<file path="src/plb_pkg.sv">
// ----------------------------------------------------------------------------
// plb_pkg: shared definitions for the positional list buffer
// Field layout of the stream words, request and status codes, and the
// command and status bundles between the controller and the datapath.
// ----------------------------------------------------------------------------
package plb_pkg;

  localparam int CAPACITY_DEF  = 16;
  localparam int WORD_BITS_DEF = 32;

  // input word fields
  localparam int FUNC_W  = 3;
  localparam int VALUE_W = 32;
  localparam int POS_W   = 5;
  localparam int FUNC_LO  = 0;
  localparam int VALUE_LO = FUNC_LO + FUNC_W;
  localparam int POS_LO   = VALUE_LO + VALUE_W;
  localparam int IN_W     = 40;

  // output word fields
  localparam int DOUT_W  = 32;
  localparam int LEN_W   = 5;
  localparam int STAT_W  = 2;
  localparam int OUT_W   = 40;
  localparam int OUT_PAD = OUT_W - DOUT_W - LEN_W - STAT_W;

  typedef enum logic [FUNC_W-1:0] {
    FN_APPEND  = 3'd0,
    FN_PREPEND = 3'd1,
    FN_POP     = 3'd2,
    FN_INSERT  = 3'd3,
    FN_REMOVE  = 3'd4,
    FN_READ    = 3'd5
  } func_e;

  typedef enum logic [STAT_W-1:0] {
    ST_OK    = 2'd0,
    ST_FULL  = 2'd1,
    ST_EMPTY = 2'd2,
    ST_RANGE = 2'd3
  } status_e;

  // memory read address source
  typedef enum logic [1:0] {
    RD_TGT    = 2'd0,
    RD_PTR_M1 = 2'd1,
    RD_PTR_P1 = 2'd2,
    RD_TAIL   = 2'd3
  } rd_sel_e;

  // memory write address and data source
  typedef enum logic [1:0] {
    WR_NONE  = 2'd0,
    WR_SHIFT = 2'd1,
    WR_TGT   = 2'd2,
    WR_TAIL  = 2'd3
  } wr_sel_e;

  typedef struct packed {
    logic    take;          // capture the input word
    logic    stat_cap;      // latch request status
    logic    data_clr;
    logic    data_cap;      // latch memory read data as result
    logic    ptr_from_cnt;
    logic    ptr_from_tgt;
    logic    ptr_inc;
    logic    ptr_dec;
    logic    rd_en;
    rd_sel_e rd_sel;
    wr_sel_e wr_sel;
    logic    cnt_inc;
    logic    cnt_dec;
    logic    out_load;
  } cmd_t;

  typedef struct packed {
    logic [FUNC_W-1:0] func;
    status_e           status;
    logic              up_more;   // shift toward tail not yet at target
    logic              dn_more;   // shift toward head not yet at tail
    logic              out_free;  // result register can take a word
  } sts_t;

endpackage

</file>
<file path="src/plb_ctrl.sv">
// ----------------------------------------------------------------------------
// plb_ctrl: request sequencer
// One-hot state machine that decodes a request and steps the datapath
// through tail and target writes, entry shifts and reads.
// ----------------------------------------------------------------------------
module plb_ctrl (
  input  logic          clk_i,
  input  logic          rst_ni,
  input  logic          in_valid_i,
  output logic          in_ready_o,
  input  plb_pkg::sts_t sts_i,
  output plb_pkg::cmd_t cmd_o
);

  typedef enum logic [7:0] {
    S_IDLE   = 8'b0000_0001,
    S_DECODE = 8'b0000_0010,
    S_UP_CHK = 8'b0000_0100,
    S_UP_WR  = 8'b0000_1000,
    S_DN_CHK = 8'b0001_0000,
    S_DN_WR  = 8'b0010_0000,
    S_RDWAIT = 8'b0100_0000,
    S_DONE   = 8'b1000_0000
  } state_e;

  state_e state_q, state_d;

  always_ff @(posedge clk_i or negedge rst_ni) begin
    if (!rst_ni) begin
      state_q <= S_IDLE;
    end else begin
      state_q <= state_d;
    end
  end

  assign in_ready_o = (state_q == S_IDLE);

  always_comb begin
    state_d = state_q;
    cmd_o   = '0;
    case (state_q)
      S_IDLE: begin
        if (in_valid_i) begin
          cmd_o.take = 1'b1;
          state_d    = S_DECODE;
        end
      end
      S_DECODE: begin
        cmd_o.stat_cap = 1'b1;
        cmd_o.data_clr = 1'b1;
        state_d        = S_DONE;
        if (sts_i.status == plb_pkg::ST_OK) begin
          case (sts_i.func)
            plb_pkg::FN_APPEND: begin
              cmd_o.wr_sel  = plb_pkg::WR_TAIL;
              cmd_o.cnt_inc = 1'b1;
            end
            plb_pkg::FN_PREPEND, plb_pkg::FN_INSERT: begin
              cmd_o.ptr_from_cnt = 1'b1;
              state_d            = S_UP_CHK;
            end
            plb_pkg::FN_POP: begin
              cmd_o.rd_en   = 1'b1;
              cmd_o.rd_sel  = plb_pkg::RD_TAIL;
              cmd_o.cnt_dec = 1'b1;
              state_d       = S_RDWAIT;
            end
            plb_pkg::FN_REMOVE: begin
              cmd_o.ptr_from_tgt = 1'b1;
              state_d            = S_DN_CHK;
            end
            plb_pkg::FN_READ: begin
              cmd_o.rd_en  = 1'b1;
              cmd_o.rd_sel = plb_pkg::RD_TGT;
              state_d      = S_RDWAIT;
            end
            default: begin
              state_d = S_DONE;   // unused codes: no change
            end
          endcase
        end
      end
      S_UP_CHK: begin
        if (sts_i.up_more) begin
          cmd_o.rd_en  = 1'b1;
          cmd_o.rd_sel = plb_pkg::RD_PTR_M1;
          state_d      = S_UP_WR;
        end else begin
          cmd_o.wr_sel  = plb_pkg::WR_TGT;
          cmd_o.cnt_inc = 1'b1;
          state_d       = S_DONE;
        end
      end
      S_UP_WR: begin
        cmd_o.wr_sel  = plb_pkg::WR_SHIFT;
        cmd_o.ptr_dec = 1'b1;
        state_d       = S_UP_CHK;
      end
      S_DN_CHK: begin
        if (sts_i.dn_more) begin
          cmd_o.rd_en  = 1'b1;
          cmd_o.rd_sel = plb_pkg::RD_PTR_P1;
          state_d      = S_DN_WR;
        end else begin
          cmd_o.cnt_dec = 1'b1;
          state_d       = S_DONE;
        end
      end
      S_DN_WR: begin
        cmd_o.wr_sel  = plb_pkg::WR_SHIFT;
        cmd_o.ptr_inc = 1'b1;
        state_d       = S_DN_CHK;
      end
      S_RDWAIT: begin
        cmd_o.data_cap = 1'b1;
        state_d        = S_DONE;
      end
      S_DONE: begin
        if (sts_i.out_free) begin
          cmd_o.out_load = 1'b1;
          state_d        = S_IDLE;
        end
      end
      default: begin
        state_d = S_IDLE;
      end
    endcase
  end

`ifndef NO_ASSERTIONS
  a_take_decodes: assert property (@(posedge clk_i) disable iff (!rst_ni)
    in_valid_i && in_ready_o |=> state_q == S_DECODE)
    else $error("accepted word not decoded next cycle");

  a_cnt_one_way: assert property (@(posedge clk_i) disable iff (!rst_ni)
    !(cmd_o.cnt_inc && cmd_o.cnt_dec))
    else $error("count incremented and decremented together");

  a_read_used: assert property (@(posedge clk_i) disable iff (!rst_ni)
    cmd_o.rd_en |=> (state_q == S_UP_WR || state_q == S_DN_WR || state_q == S_RDWAIT))
    else $error("memory read issued with no consumer");
`endif

endmodule

</file>
<file path="src/plb_dp.sv">
// ----------------------------------------------------------------------------
// plb_dp: list storage and result path
// Entry memory with registered read, count and shift pointer, request
// status decode and the output word register.
// ----------------------------------------------------------------------------
module plb_dp #(
  parameter int CAPACITY  = plb_pkg::CAPACITY_DEF,
  parameter int WORD_BITS = plb_pkg::WORD_BITS_DEF
) (
  input  logic                      clk_i,
  input  logic                      rst_ni,
  input  logic [plb_pkg::IN_W-1:0]  in_data_i,
  input  plb_pkg::cmd_t             cmd_i,
  output plb_pkg::sts_t             sts_o,
  output logic                      out_valid_o,
  input  logic                      out_ready_i,
  output logic [plb_pkg::OUT_W-1:0] out_data_o
);

  localparam int AW    = (CAPACITY > 1) ? $clog2(CAPACITY) : 1;
  localparam int CNT_W = $clog2(CAPACITY + 1);
  localparam int CMP_W = ((CNT_W > plb_pkg::POS_W) ? CNT_W : plb_pkg::POS_W) + 1;

  logic [WORD_BITS-1:0]        mem_q [CAPACITY];
  logic [WORD_BITS-1:0]        rdata_q;
  logic [plb_pkg::FUNC_W-1:0]  func_q;
  logic [WORD_BITS-1:0]        val_q;
  logic [plb_pkg::POS_W-1:0]   pos_q;
  logic [WORD_BITS-1:0]        data_q;
  plb_pkg::status_e            stat_q;
  logic [CNT_W-1:0]            cnt_q, cnt_d;
  logic [CNT_W-1:0]            ptr_q, ptr_d;
  logic                        out_valid_q;
  logic [plb_pkg::OUT_W-1:0]   out_data_q;

  logic [CMP_W-1:0]            pos_c, cnt_c;
  logic [AW-1:0]               tgt;
  logic                        full, empty, bad_ins, bad_at;
  plb_pkg::status_e            status;
  logic [AW-1:0]               raddr, waddr;
  logic [WORD_BITS-1:0]        wdata;
  logic                        wr_en;
  logic [plb_pkg::DOUT_W-1:0]  dout;
  logic [plb_pkg::LEN_W-1:0]   len;

  // request capture; value is sign-extended or cut to the stored width
  always_ff @(posedge clk_i) begin
    if (cmd_i.take) begin
      func_q <= in_data_i[plb_pkg::FUNC_LO +: plb_pkg::FUNC_W];
      val_q  <= WORD_BITS'(signed'(in_data_i[plb_pkg::VALUE_LO +: plb_pkg::VALUE_W]));
      pos_q  <= in_data_i[plb_pkg::POS_LO +: plb_pkg::POS_W];
    end
  end

  // status decode
  assign pos_c   = CMP_W'(pos_q);
  assign cnt_c   = CMP_W'(cnt_q);
  assign full    = (cnt_q == CNT_W'(CAPACITY));
  assign empty   = (cnt_q == '0);
  assign bad_ins = (pos_q == '0) || (pos_c > cnt_c + 1'b1);
  assign bad_at  = (pos_q == '0) || (pos_c > cnt_c);
  assign tgt     = (func_q == plb_pkg::FN_PREPEND) ? '0 : AW'(pos_c - 1'b1);

  always_comb begin
    case (func_q)
      plb_pkg::FN_APPEND,
      plb_pkg::FN_PREPEND: status = full ? plb_pkg::ST_FULL : plb_pkg::ST_OK;
      plb_pkg::FN_POP:     status = empty ? plb_pkg::ST_EMPTY : plb_pkg::ST_OK;
      plb_pkg::FN_INSERT:  status = full ? plb_pkg::ST_FULL :
                                    (bad_ins ? plb_pkg::ST_RANGE : plb_pkg::ST_OK);
      plb_pkg::FN_REMOVE,
      plb_pkg::FN_READ:    status = empty ? plb_pkg::ST_EMPTY :
                                    (bad_at ? plb_pkg::ST_RANGE : plb_pkg::ST_OK);
      default:             status = plb_pkg::ST_OK;
    endcase
  end

  assign sts_o.func     = func_q;
  assign sts_o.status   = status;
  assign sts_o.up_more  = (ptr_q > CNT_W'(tgt));
  assign sts_o.dn_more  = (CMP_W'(ptr_q) + 1'b1 < cnt_c);
  assign sts_o.out_free = !out_valid_q || out_ready_i;

  // memory address and data select
  always_comb begin
    case (cmd_i.rd_sel)
      plb_pkg::RD_TGT:    raddr = tgt;
      plb_pkg::RD_PTR_M1: raddr = AW'(ptr_q - 1'b1);
      plb_pkg::RD_PTR_P1: raddr = AW'(ptr_q + 1'b1);
      plb_pkg::RD_TAIL:   raddr = AW'(cnt_q - 1'b1);
      default:            raddr = tgt;
    endcase
  end

  always_comb begin
    wr_en = 1'b1;
    case (cmd_i.wr_sel)
      plb_pkg::WR_SHIFT: begin
        waddr = AW'(ptr_q);
        wdata = rdata_q;
      end
      plb_pkg::WR_TGT: begin
        waddr = tgt;
        wdata = val_q;
      end
      plb_pkg::WR_TAIL: begin
        waddr = AW'(cnt_q);
        wdata = val_q;
      end
      default: begin
        wr_en = 1'b0;
        waddr = tgt;
        wdata = val_q;
      end
    endcase
  end

  always_ff @(posedge clk_i) begin
    if (wr_en) begin
      mem_q[waddr] <= wdata;
    end
    if (cmd_i.rd_en) begin
      rdata_q <= mem_q[raddr];
    end
  end

  // result data and status
  always_ff @(posedge clk_i) begin
    if (cmd_i.data_clr) begin
      data_q <= '0;
    end else if (cmd_i.data_cap) begin
      data_q <= rdata_q;
    end
    if (cmd_i.stat_cap) begin
      stat_q <= status;
    end
  end

  // count and shift pointer
  always_comb begin
    cnt_d = cnt_q;
    if (cmd_i.cnt_inc) begin
      cnt_d = cnt_q + 1'b1;
    end else if (cmd_i.cnt_dec) begin
      cnt_d = cnt_q - 1'b1;
    end
    ptr_d = ptr_q;
    if (cmd_i.ptr_from_cnt) begin
      ptr_d = cnt_q;
    end else if (cmd_i.ptr_from_tgt) begin
      ptr_d = CNT_W'(tgt);
    end else if (cmd_i.ptr_dec) begin
      ptr_d = ptr_q - 1'b1;
    end else if (cmd_i.ptr_inc) begin
      ptr_d = ptr_q + 1'b1;
    end
  end

  always_ff @(posedge clk_i or negedge rst_ni) begin
    if (!rst_ni) begin
      cnt_q <= '0;
      ptr_q <= '0;
    end else begin
      cnt_q <= cnt_d;
      ptr_q <= ptr_d;
    end
  end

  // output word register
  assign dout = plb_pkg::DOUT_W'(signed'(data_q));
  assign len  = plb_pkg::LEN_W'(cnt_q);

  always_ff @(posedge clk_i or negedge rst_ni) begin
    if (!rst_ni) begin
      out_valid_q <= 1'b0;
    end else if (cmd_i.out_load) begin
      out_valid_q <= 1'b1;
    end else if (out_ready_i) begin
      out_valid_q <= 1'b0;
    end
  end

  always_ff @(posedge clk_i) begin
    if (cmd_i.out_load) begin
      out_data_q <= {{plb_pkg::OUT_PAD{1'b0}}, stat_q, len, dout};
    end
  end

  assign out_valid_o = out_valid_q;
  assign out_data_o  = out_data_q;

`ifndef NO_ASSERTIONS
  a_cnt_step: assert property (@(posedge clk_i) disable iff (!rst_ni)
    cnt_q != $past(cnt_q) |->
      (cnt_q == CNT_W'($past(cnt_q) + 1'b1) || cnt_q == CNT_W'($past(cnt_q) - 1'b1)))
    else $error("entry count moved by more than one");

  // new words land only while there is room; shifts down may run on a full list
  a_no_overfill: assert property (@(posedge clk_i) disable iff (!rst_ni)
    (cmd_i.wr_sel == plb_pkg::WR_TAIL || cmd_i.wr_sel == plb_pkg::WR_TGT) |->
      cnt_q < CNT_W'(CAPACITY))
    else $error("entry written while list full");

  a_load_free: assert property (@(posedge clk_i) disable iff (!rst_ni)
    cmd_i.out_load |-> (!out_valid_q || out_ready_i))
    else $error("result overwrote an untaken word");
`endif

endmodule

</file>
<file path="src/positional_list_buffer_unit.sv">
// ----------------------------------------------------------------------------
// positional_list_buffer_unit: bounded ordered list of signed words
// Requests come in on the slave stream, one result word per request goes
// out on the master stream.
// Usage:
//   - s_axis carries one request word: func, value, position. A word is
//     taken only while the unit is idle.
//   - m_axis returns data_out, length and status for every request, in
//     request order.
//   - From accept to result valid, every request passes the decode and
//     done states; pop and read add a read wait, and insert, prepend and
//     remove add a read-issuing check and a write state for each of the N
//     entries shifted (up to CAPACITY-1). Each shifted entry costs one memory
//     read and one memory write on the entry memory. The next request can be
//     taken in the cycle after the result is loaded.
//   - The result sits in an output register; a stalled receiver holds the
//     unit in its final state until the register frees, the list is not
//     touched meanwhile.
//   - Reset empties the list (count to zero); entry contents are left as
//     they are and are only read after being written.
// ----------------------------------------------------------------------------
module positional_list_buffer_unit #(
  parameter int CAPACITY  = plb_pkg::CAPACITY_DEF,
  parameter int WORD_BITS = plb_pkg::WORD_BITS_DEF
) (
  input  logic                      clk_i,
  input  logic                      rst_ni,
  // request stream
  input  logic                      s_axis_tvalid,
  output logic                      s_axis_tready,
  input  logic [plb_pkg::IN_W-1:0]  s_axis_tdata,  // func[2:0], value[34:3], position[39:35]
  // result stream
  output logic                      m_axis_tvalid,
  input  logic                      m_axis_tready,
  output logic [plb_pkg::OUT_W-1:0] m_axis_tdata   // data_out[31:0], length[36:32],
                                                    // status[38:37], zero[39]
);

  plb_pkg::cmd_t cmd;   // controller -> datapath
  plb_pkg::sts_t sts;   // datapath -> controller

  // sequencer: decode, shift loops, result handoff
  plb_ctrl u_ctrl (
    .clk_i      (clk_i),
    .rst_ni     (rst_ni),
    .in_valid_i (s_axis_tvalid),
    .in_ready_o (s_axis_tready),
    .sts_i      (sts),
    .cmd_o      (cmd)
  );

  // storage, count, status decode, output register
  plb_dp #(
    .CAPACITY  (CAPACITY),
    .WORD_BITS (WORD_BITS)
  ) u_dp (
    .clk_i       (clk_i),
    .rst_ni      (rst_ni),
    .in_data_i   (s_axis_tdata),
    .cmd_i       (cmd),
    .sts_o       (sts),
    .out_valid_o (m_axis_tvalid),
    .out_ready_i (m_axis_tready),
    .out_data_o  (m_axis_tdata)
  );

endmodule
</file>
<file path="config.mk">
export PLATFORM = sky130hd
export DESIGN_NAME = positional_list_buffer_unit
export DESIGN_NICKNAME = d
export VERILOG_FILES = /design/src/plb_pkg.sv /design/src/plb_ctrl.sv /design/src/plb_dp.sv /design/src/positional_list_buffer_unit.sv
export SDC_FILE = /design/constraint.sdc
export NUM_CORES = 1
export LEC_CHECK = 0
export ABC_CLOCK_PERIOD_IN_PS = 6900
export BUFFER_PORTS_ARGS = -buffer_cell sky130_fd_sc_hd__buf_2
export CAP_MARGIN = 20
export CORE_ASPECT_RATIO = 2
export CORE_MARGIN = 5
export CORE_UTILIZATION = 60
export CTS_BUF_LIST = sky130_fd_sc_hd__clkbuf_8
export DETAILED_ROUTE_END_ITERATION = 16
export HOLD_SLACK_MARGIN = 0.12
export PLACE_DENSITY = 0.74
export SYNTH_ARGS = -nofsm -noshare
export SYNTH_HDL_FRONTEND = slang
export SYNTH_HIERARCHICAL = 1
export SYNTH_SLANG_ARGS = --single-unit
</file>
<file path="constraint.sdc">
create_clock -name clk_i -period 6.9 [get_ports clk_i]
set_clock_uncertainty 0.15 [all_clocks]
set_input_delay 1.38 -clock clk_i [delete_from_list [all_inputs] [get_ports clk_i]]
set_output_delay 1.38 -clock clk_i [all_outputs]
set_load 0.02 [all_outputs]
</file>
==> metrics.md, run 1 <==
| Metric | Value |
|---|---|
| Die ar. | `0.0501 sq mm` |
| Static Leak | `10.4 nW` |
| Gr usage total | `25.0%` |
| Via density | `6.37` |
| Buf/Inv on CP | `3` |
| Hold_buf cts | `0` |
| Setup tns final | `0 ns` |
| Tcrit/Tclk final | `93.5%` |
| Register Area | `0.0199 sq mm` |
| Detail Placement HPWL | `35400 um` |
| Hold Crit Start | `u_dp/data_q[26]` |
| Pwr dens | `387 mW/mm^2` |
| Yosys top cell area share | `68.8%` |
| Grt peak-use layer | `met2` |
| Req. time, crit path | `7.15 ns` |
| DRT Wirelength | `62800 um` |
| Die Height | `312 um` |
| Max-cap violations | `0` |
| Gpl congestion | `0.873` |
| Adder-cell share of the synthesized area | `1.05%` |
| Final core occ | `67.4%` |
| Max incr delay on CP | `0.58 ns` |
| Sequential fraction of the synthesis area | `72.9%` |
| Slew Limit Fails | `0` |
| Initial antenna violation count | `1` |
| Reg power frac | `43.6%` |
| M3 GR Usage | `3.74%` |
| M2 GR Usage | `43.9%` |
| Core Area | `0.0450 sq mm` |
| Status | `finished clean` |
| Gate power share | `30.6%` |
| Synth warn | `6` |
| First-pass GRT wire length | `94800 um` |
| Slew of the pin with the lowest slew margin | `0.871 ns` |
| Combinational family with the most area after synthesis | `simple AND/OR/NAND/NOR gates` |
| Clock Pin Slew Worst Setup and Hold Paths | `0.07 ns` |
| Largest net degree at the start of global routing | `133` |
| Worst-path maximum fanout | `32` |
| CP Cell Sequence | `inv_1 -> ha_1 -> inv_1 -> ha_1 -> nor2b_1 -> o21a_1 -> o21a_1 -> o21ai_0 -> a21oi_1 -> o2111ai_1 -> o21ai_0 -> nor2_1 -> nand3_4 -> or2_2 -> nand2_1 -> nor2b_1 -> a221o_1 -> a221o_4 -> buf_4 -> mux2i_1 -> o211ai_1 -> a22oi_1 -> nand2_1` |
| Slew Limit Headroom | `41.8%` |
| Clk_lat worst skew | `0.68 ns` |
| Tmin final | `6.45 ns` |
| Post CTS Setup Buffer Count | `0` |
| Top delay family on crit path | `compound AO/OA/AOI/OAI gates` |
| Critical path class | `reg -> reg` |
| Mux share of post-synthesis cell area | `7.61%` |
| Vias | `16100` |
| Compound-Gate Fraction of Synth Area | `6.80%` |
| Post-synth top cells | `edfxtp_1, nand3_1, mux2i_1` |
| Chip width | `161 um` |
| Final setup vio count | `0` |
| Cells after Synth | `1789` |
| Xor/xnor cell area share of the yosys netlist | `0.642%` |
| Async S/R FF share, synth | `2.81%` |
| Clock power frac | `25.8%` |
| Most common cell in the netlist | `edfxtp_1` |
| Internal Pwr Total | `7.79 mW` |
| Net Sw Frac | `33.6%` |
| Multi-input gate area in the final layout | `0.00691 sq mm` |
| Hold Fails Final Rpt | `0` |
| Syn Area/Cell | `15.2 sq um` |
| First DRT Iteration DRCs | `1664` |
| Layout area overhead | `11.2%` |
| Arrival time worst endpoint | `6.71 ns` |
| Final #Nets | `1957` |
| Grt met1 use | `30.3%` |
| Post-cts resize count | `0` |
| Synth area leaders | `edfxtp_1, mux2i_1, nand3_1` |
| Worst hold path class | `reg -> reg` |
| Fillcell total | `3034` |
| VDD IR max | `0.305 mV` |
| Seq cells post-synth | `676` |
| Htree depth | `3` |
| Top FF cell, synth | `edfxtp_1` |
| Initial Util | `60.6%` |
| Worst Setup SP | `u_dp/cnt_q[0]` |
| Area of the mapped netlist | `0.0273 sq mm` |
| RSZ-0062 raised after global routing | `false` |
| CTS root buf | `clkbuf_8` |
| Antenna viol nets, final | `0` |
| CTS tree | `built` |
| Worst R2R Start | `u_dp/cnt_q[0]` |
| Simple-Gate Fraction of Synth Area | `8.50%` |
| Grt total ovfl | `0` |
| Clock tree sinks | `676` |
| Fmax | `155 MHz` |
| Routed length per instance | `24.9 um` |
| DRC | `0` |
| Synth unique cells | `64` |
| Net switching power | `3.95 mW` |
| Max clock buf depth | `3` |
| Yosys top cell by area | `edfxtp_1` |
| I/O Buffers | `84` |
| I/O Pins | `86` |
| Layout cells sized above 1 | `17.0%` |
| Syn Nets | `1856` |
| Worst Setup Start Kind | `flop` |
| CTS buffer count | `88` |
| Num rows | `110` |
| Post-synth EDFFs | `625` |
| Vias in the first global route | `16100` |
| Worst setup EP type | `flop` |
| Slowest-stage cell, CP | `dfrtp_1` |
| Drt pass-1 iters | `5` |
==> metal layers <==
metal	vias to the layer above	wire length [um]
li1	7177	-
met1	7945	22400
met2	765	33200
met3	176	4540
met4	0	2720
met5	-	0
==> through the flow <==
stage               setup slack, ns  cell area (sq um)  instances  power (mW)  hold slack, ns
floorplan                      1.19              27300       1789        7.74           0.250
global placement              0.852              28500       2360        8.65           0.258
detailed placement            0.573              28500       2360        8.77           0.265
CTS                           0.545              30300       2520        11.8           0.265
global route                  0.161              30300       2521        12.3           0.286
finish                        0.447              30300       2521        11.7           0.269
==> worst register-to-register path: stages, from the launching register on <==
cell and delay, ns:
dfrtp_1 0.58, inv_1 0.12, ha_1 0.39, inv_1 0.06, ha_1 0.28, nor2b_1 0.14
o21a_1 0.18, o21a_1 0.17, o21ai_0 0.18, a21oi_1 0.10, o2111ai_1 0.23, o21ai_0 0.17
nor2_1 0.29, nand3_4 0.16, or2_2 0.35, nand2_1 0.36, nor2b_1 0.26, a221o_1 0.27
a221o_4 0.53, buf_4 0.52, mux2i_1 0.26, o211ai_1 0.10, a22oi_1 0.24, nand2_1 0.09
==> cell usage in the layout, fill, tap and decap left out, types with 4 or more instances in the layout <==
cell type and n:
dfxtp_1 32, buf_4 41, bufinv_16 8, nor2_1 57, mux2i_1 168, and2_1 4
buf_12 10, xnor2_1 14, buf_2 84, edfxtp_1 625, a22oi_1 64, xor2_1 6
mux2_2 33, inv_1 44, nor2_4 19, o21ai_0 20, nand2_1 62, nor3_1 7
clkbuf_8 95, clkinv_1 13, a21oi_1 14, clkinv_2 14, inv_6 5, and4b_1 4
o211ai_1 129, nor2b_1 9, ha_1 23, nand2b_1 7, nand3_1 263, and3_1 4
dfrtp_1 18
==> cells by family (layout without fill, tap and decap cells) <==
| kind of cell | count (synthesis) | count (layout) |
|---|---|---|
| xor gates and xnor gates | 20 | 20 |
| buffers and inverters | 147 | 318 |
| DFF | 676 | 676 |
| other | 1 | 2 |
| and+or+nand+nor | 465 | 465 |
| muxes | 202 | 202 |
| AOI/OAI and AO/OA | 255 | 255 |
| adders and majority gates | 23 | 23 |
==> final timing paths <==
kind | to | slack (ns) | cells after the start
max | u_dp/rdata_q[16] | 0.45 | 23
min | u_dp/out_data_o[26] | 0.27 | 0
max reg2reg | u_dp/rdata_q[16] | 0.45 | 23
min reg2reg | u_dp/out_data_o[26] | 0.27 | 0
max in group asynchronous | u_ctrl/state_q[0] | 5.73 | 1
min in group asynchronous | u_dp/ptr_q[0] | 0.51 | 1
==> power groups by stage <==
stage / clock (mW) / combinational, mW / sequential (mW)
6_report: 3.03 / 3.59 / 5.12
5_1_grt: 3.25 / 3.89 / 5.14
4_1_cts: 3.08 / 3.57 / 5.12
3_5_place_dp: 0 / 3.56 / 5.21
3_3_place_gp: 0 / 3.45 / 5.20
2_1_floorplan: 0 / 2.58 / 5.16
==> flip-flops by register name (all words and copies together) (netlist names) <==
signal            cells
u_dp/cnt_q            5
u_dp/out_valid_o      1
u_dp/data_q          32
u_dp/ptr_q            5
u_dp/out_data_o      39
u_ctrl/state_q        8
u_dp/stat_q           2
u_dp/rdata_q         32
u_dp/val_q           32
u_dp/pos_q            5
u_dp/mem_q          512
u_dp/func_q           3
==> layout make-up <==
cell class | instances | share of cell area (%)
Sequential cell | 676 | 65.6
Multi-Input combinational cell | 966 | 22.8
Clock buffer | 95 | 4.31
Timing Repair Buffer | 135 | 3.06
Tap cell | 560 | 2.31
Clock inverter | 65 | 1.69
Inverter | 23 | 0.285
Antenna cell | 1 | 0.00825
Note: power is estimated with default switching activity, not from simulation.
==> inputs of run 2 (changes only) <==
- CELL_PAD_IN_SITES_DETAIL_PLACEMENT: unset -> 1
- CELL_PAD_IN_SITES_GLOBAL_PLACEMENT: unset -> 1
- CORE_UTILIZATION: 60 -> 55
- PLACE_DENSITY: 0.74 -> 0.79
==> run 2 against run 1 <==
Compared with the run above: combinational power increased by 7.5%; non-clock buffer count is 1 lower; critical endpoint is now u_dp/rdata_q[13]; total power grew 1.6%; worst hold slack improved by 0.0071 ns; via count grew 4.1%; utilization is 5.7 points lower; flip-flop and latch count unchanged; worst setup slack improved by 0.022 ns; final cell count rose by 3.4%; largest power group unchanged; first-iteration DRC count up 1.6%; wire length grew 20%; largest cell class unchanged.
==> metrics.md, run 2 (synthesis results as in run 1) <==
| Metric | Value |
|---|---|
| Max-cap violations | `0 (unchanged)` |
| Clock Pin Slew Worst Setup and Hold Paths | `0.07 ns (about the same)` |
| Clk_lat worst skew | `0.67 ns (about the same)` |
| Grt total ovfl | `0 (unchanged)` |
| Most common cell after layout, fill and taps aside | `edfxtp_1` |
| Final setup vio count | `0 (unchanged)` |
| Drt pass-1 iters | `5 (unchanged)` |
| Num rows | `115 (+4.5%)` |
| Fmax | `155 MHz (+0.34%)` |
| Biggest register | `u_dp/mem_q` |
| Core Area | `0.0492 sq mm (+9.3%)` |
| Slew of the pin with the lowest slew margin | `1.04 ns (+0.171 ns)` |
| Initial antenna violation count | `1 (unchanged)` |
| CTS buffer count | `93 (+5.7%)` |
| Hold_buf cts | `0 (unchanged)` |
| RSZ-0062 raised after global routing | `false` |
| Dpl cells | `2442 (+3.5%)` |
| Critical path class | `reg -> reg` |
| Htree depth | `3 (unchanged)` |
| First DRT Iteration DRCs | `1690 (+1.6%)` |
| Internal Pwr Total | `7.70 mW (-1.1%)` |
| Slew Limit Headroom | `30.5% (-11 points)` |
| Pwr dens | `393 mW/mm^2 (+1.5%)` |
| CTS root buf | `clkbuf_8` |
| Layout area overhead | `11.4%` |
| VDD IR max | `0.328 mV (+7.7%)` |
| Tmin final | `6.43 ns (-0.0216 ns)` |
| I/O Buffers | `84 (unchanged)` |
| Vias | `16700 (+4.1%)` |
| Tcrit/Tclk final | `93.2% (-0.31 points)` |
| Gate power share | `32.4% (+1.8 points)` |
| Max incr delay on CP | `0.58 ns (about the same)` |
| Max clock buf depth | `3 (unchanged)` |
| Req. time, crit path | `7.15 ns (about the same)` |
| Net switching power | `4.23 mW (+7.1%)` |
| Largest net degree at the start of global routing | `145 (+9.0%)` |
| I/O Pins | `86 (unchanged)` |
| First-pass GRT wire length | `111000 um (+17%)` |
| Commonest cells after routing, fill and taps aside | `edfxtp_1, nand3_1, mux2i_1` |
| Routed length per instance | `28.9 um (+16%)` |
| Setup tns final | `0 ns (unchanged)` |
| Layout cells sized above 1 | `16.5% (-0.48 points)` |
| Worst hold path class | `reg -> reg` |
| Initial Util | `55.4% (-5.2 points)` |
| Largest register FFs | `512 (unchanged)` |
| Static Leak | `10.4 nW (about the same)` |
| Vias in the first global route | `18200 (+13%)` |
| DRC | `0 (unchanged)` |
| Hold Fails Final Rpt | `0 (unchanged)` |
| DRT Wirelength | `75400 um (+20%)` |
| Final #Nets | `1963 (+0.31%)` |
| Worst Setup Start Kind | `flop` |
| Die ar. | `0.0544 sq mm (+8.7%)` |
| Gpl congestion | `0.901 (+3.2%)` |
| Total chip power | `11.9 mW (+1.6%)` |
| Post-cts resize count | `0 (unchanged)` |
| Arrival time worst endpoint | `6.69 ns (-0.02 ns)` |
| CTS tree | `built` |
| Chip width | `167 um (+4.2%)` |
| Slowest-stage cell, CP | `dfrtp_1` |
| Via density | `6.42 (+0.71%)` |
| Antenna viol nets, final | `0 (unchanged)` |
| Hold slack | `0.277 ns (+0.00711 ns)` |
| Post CTS Setup Buffer Count | `0 (unchanged)` |
| Detail Placement HPWL | `42800 um (+21%)` |
| Status | `finished clean` |
| Clock tree sinks | `676 (unchanged)` |
| Net Sw Frac | `35.5% (+1.8 points)` |
| Gr usage total | `26.9% (+2.0 points)` |
| Slew Limit Fails | `0 (unchanged)` |
| Die Height | `325 um (+4.3%)` |
| Post-route insts no fill | `2606 (+3.4%)` |
| Reg power frac | `43.0% (-0.6 points)` |
| Worst-path maximum fanout | `60 (+88%)` |
| CP Cell Sequence | `inv_1 -> ha_1 -> inv_1 -> ha_1 -> nor2b_1 -> o21a_1 -> o21a_1 -> o21ai_0 -> a21oi_1 -> o2111ai_1 -> o211ai_1 -> nor2_1 -> nand3_4 -> or2_2 -> nand2_1 -> nor2b_1 -> a221o_1 -> a221o_4 -> buf_12 -> mux2i_1 -> o211ai_1 -> a22oi_1 -> nand2_1` |
| Clock power frac | `24.6% (-1.2 points)` |
| Worst setup EP type | `flop` |
run 2: changes by cell type in the layout (fill, tap and decap cells not counted), sizes merged:
cell / before / now
clkbuf: 95 / 102
inv: 49 / 55
bufinv: 8 / 3
clkinv: 28 / 23
a221o: 4 / 6
clkinvlp: 3 / 1
buf: 135 / 134
run 2: cell type report:
| cell class | instances | area, sq um |
|---|---|---|
| Clock buffer | 102 | 1400 |
| Multi-Input combinational cell | 968 | 6940 |
| Tap cell | 643 | 805 |
| Inverter | 23 | 86.3 |
| Sequential cell | 676 | 19900 |
| Antenna cell | 1 | 2.50 |
| Timing Repair Buffer | 134 | 933 |
| Fill cell | 4594 | 18800 |
| Clock inverter | 59 | 324 |
run 2: worst paths after layout:
kind | slack (ns) | startpoint | cells after the start | end
worst max register to register | 0.47 | u_dp/cnt_q[0] | 23 | u_dp/rdata_q[13]
max in group asynchronous | 5.67 | rst_ni | 1 | u_ctrl/state_q[0]
worst min register to register | 0.28 | u_dp/data_q[31] | 0 | u_dp/out_data_o[31]
worst min-delay path | 0.28 | u_dp/data_q[31] | 0 | u_dp/out_data_o[31]
worst max-delay path | 0.47 | u_dp/cnt_q[0] | 23 | u_dp/rdata_q[13]
min in group asynchronous | 0.55 | rst_ni | 1 | u_dp/cnt_q[1]
run 2: routing by layer:
layer	vias up	wire length, um	GRT usage (%)
met5	-	0	0
met4	0	3520	13.1
met1	8618	26600	30.8
met2	708	40800	49.1
li1	7197	-	-
met3	200	4540	3.78
run 2: critical path, delay by kind of cell (launching register included):
family | cells | cell delay [ns]
and+or+nand+nor | 7 | 1.62
muxes | 1 | 0.33
AOI/OAI and AO/OA | 10 | 2.21
DFF | 1 | 0.58
adders and majority gates | 2 | 0.66
buffers and inverters | 3 | 0.54
run 2: power by group through the flow:
stage	Combinational (mW)	Sequential [mW]	Clock, mW
after floorplan	2.58	5.16	0
after global placement	3.58	5.21	0
after detailed placement	3.77	5.22	0
after CTS	3.81	5.13	2.99
after global routing	4.10	5.15	3.20
final	3.86	5.14	2.93
run 2: per-stage QoR:
step / utilization, % / cell area (sq um) / setup WS [ns]
after floorplan: - / 27300 / 1.19
after global placement: 58.2 / 28600 / 0.696
after detailed placement: 58.2 / 28600 / 0.385
after CTS: 61.7 / 30400 / 0.308
after global routing: 61.7 / 30400 / 0.112
final: 61.7 / 30400 / 0.469
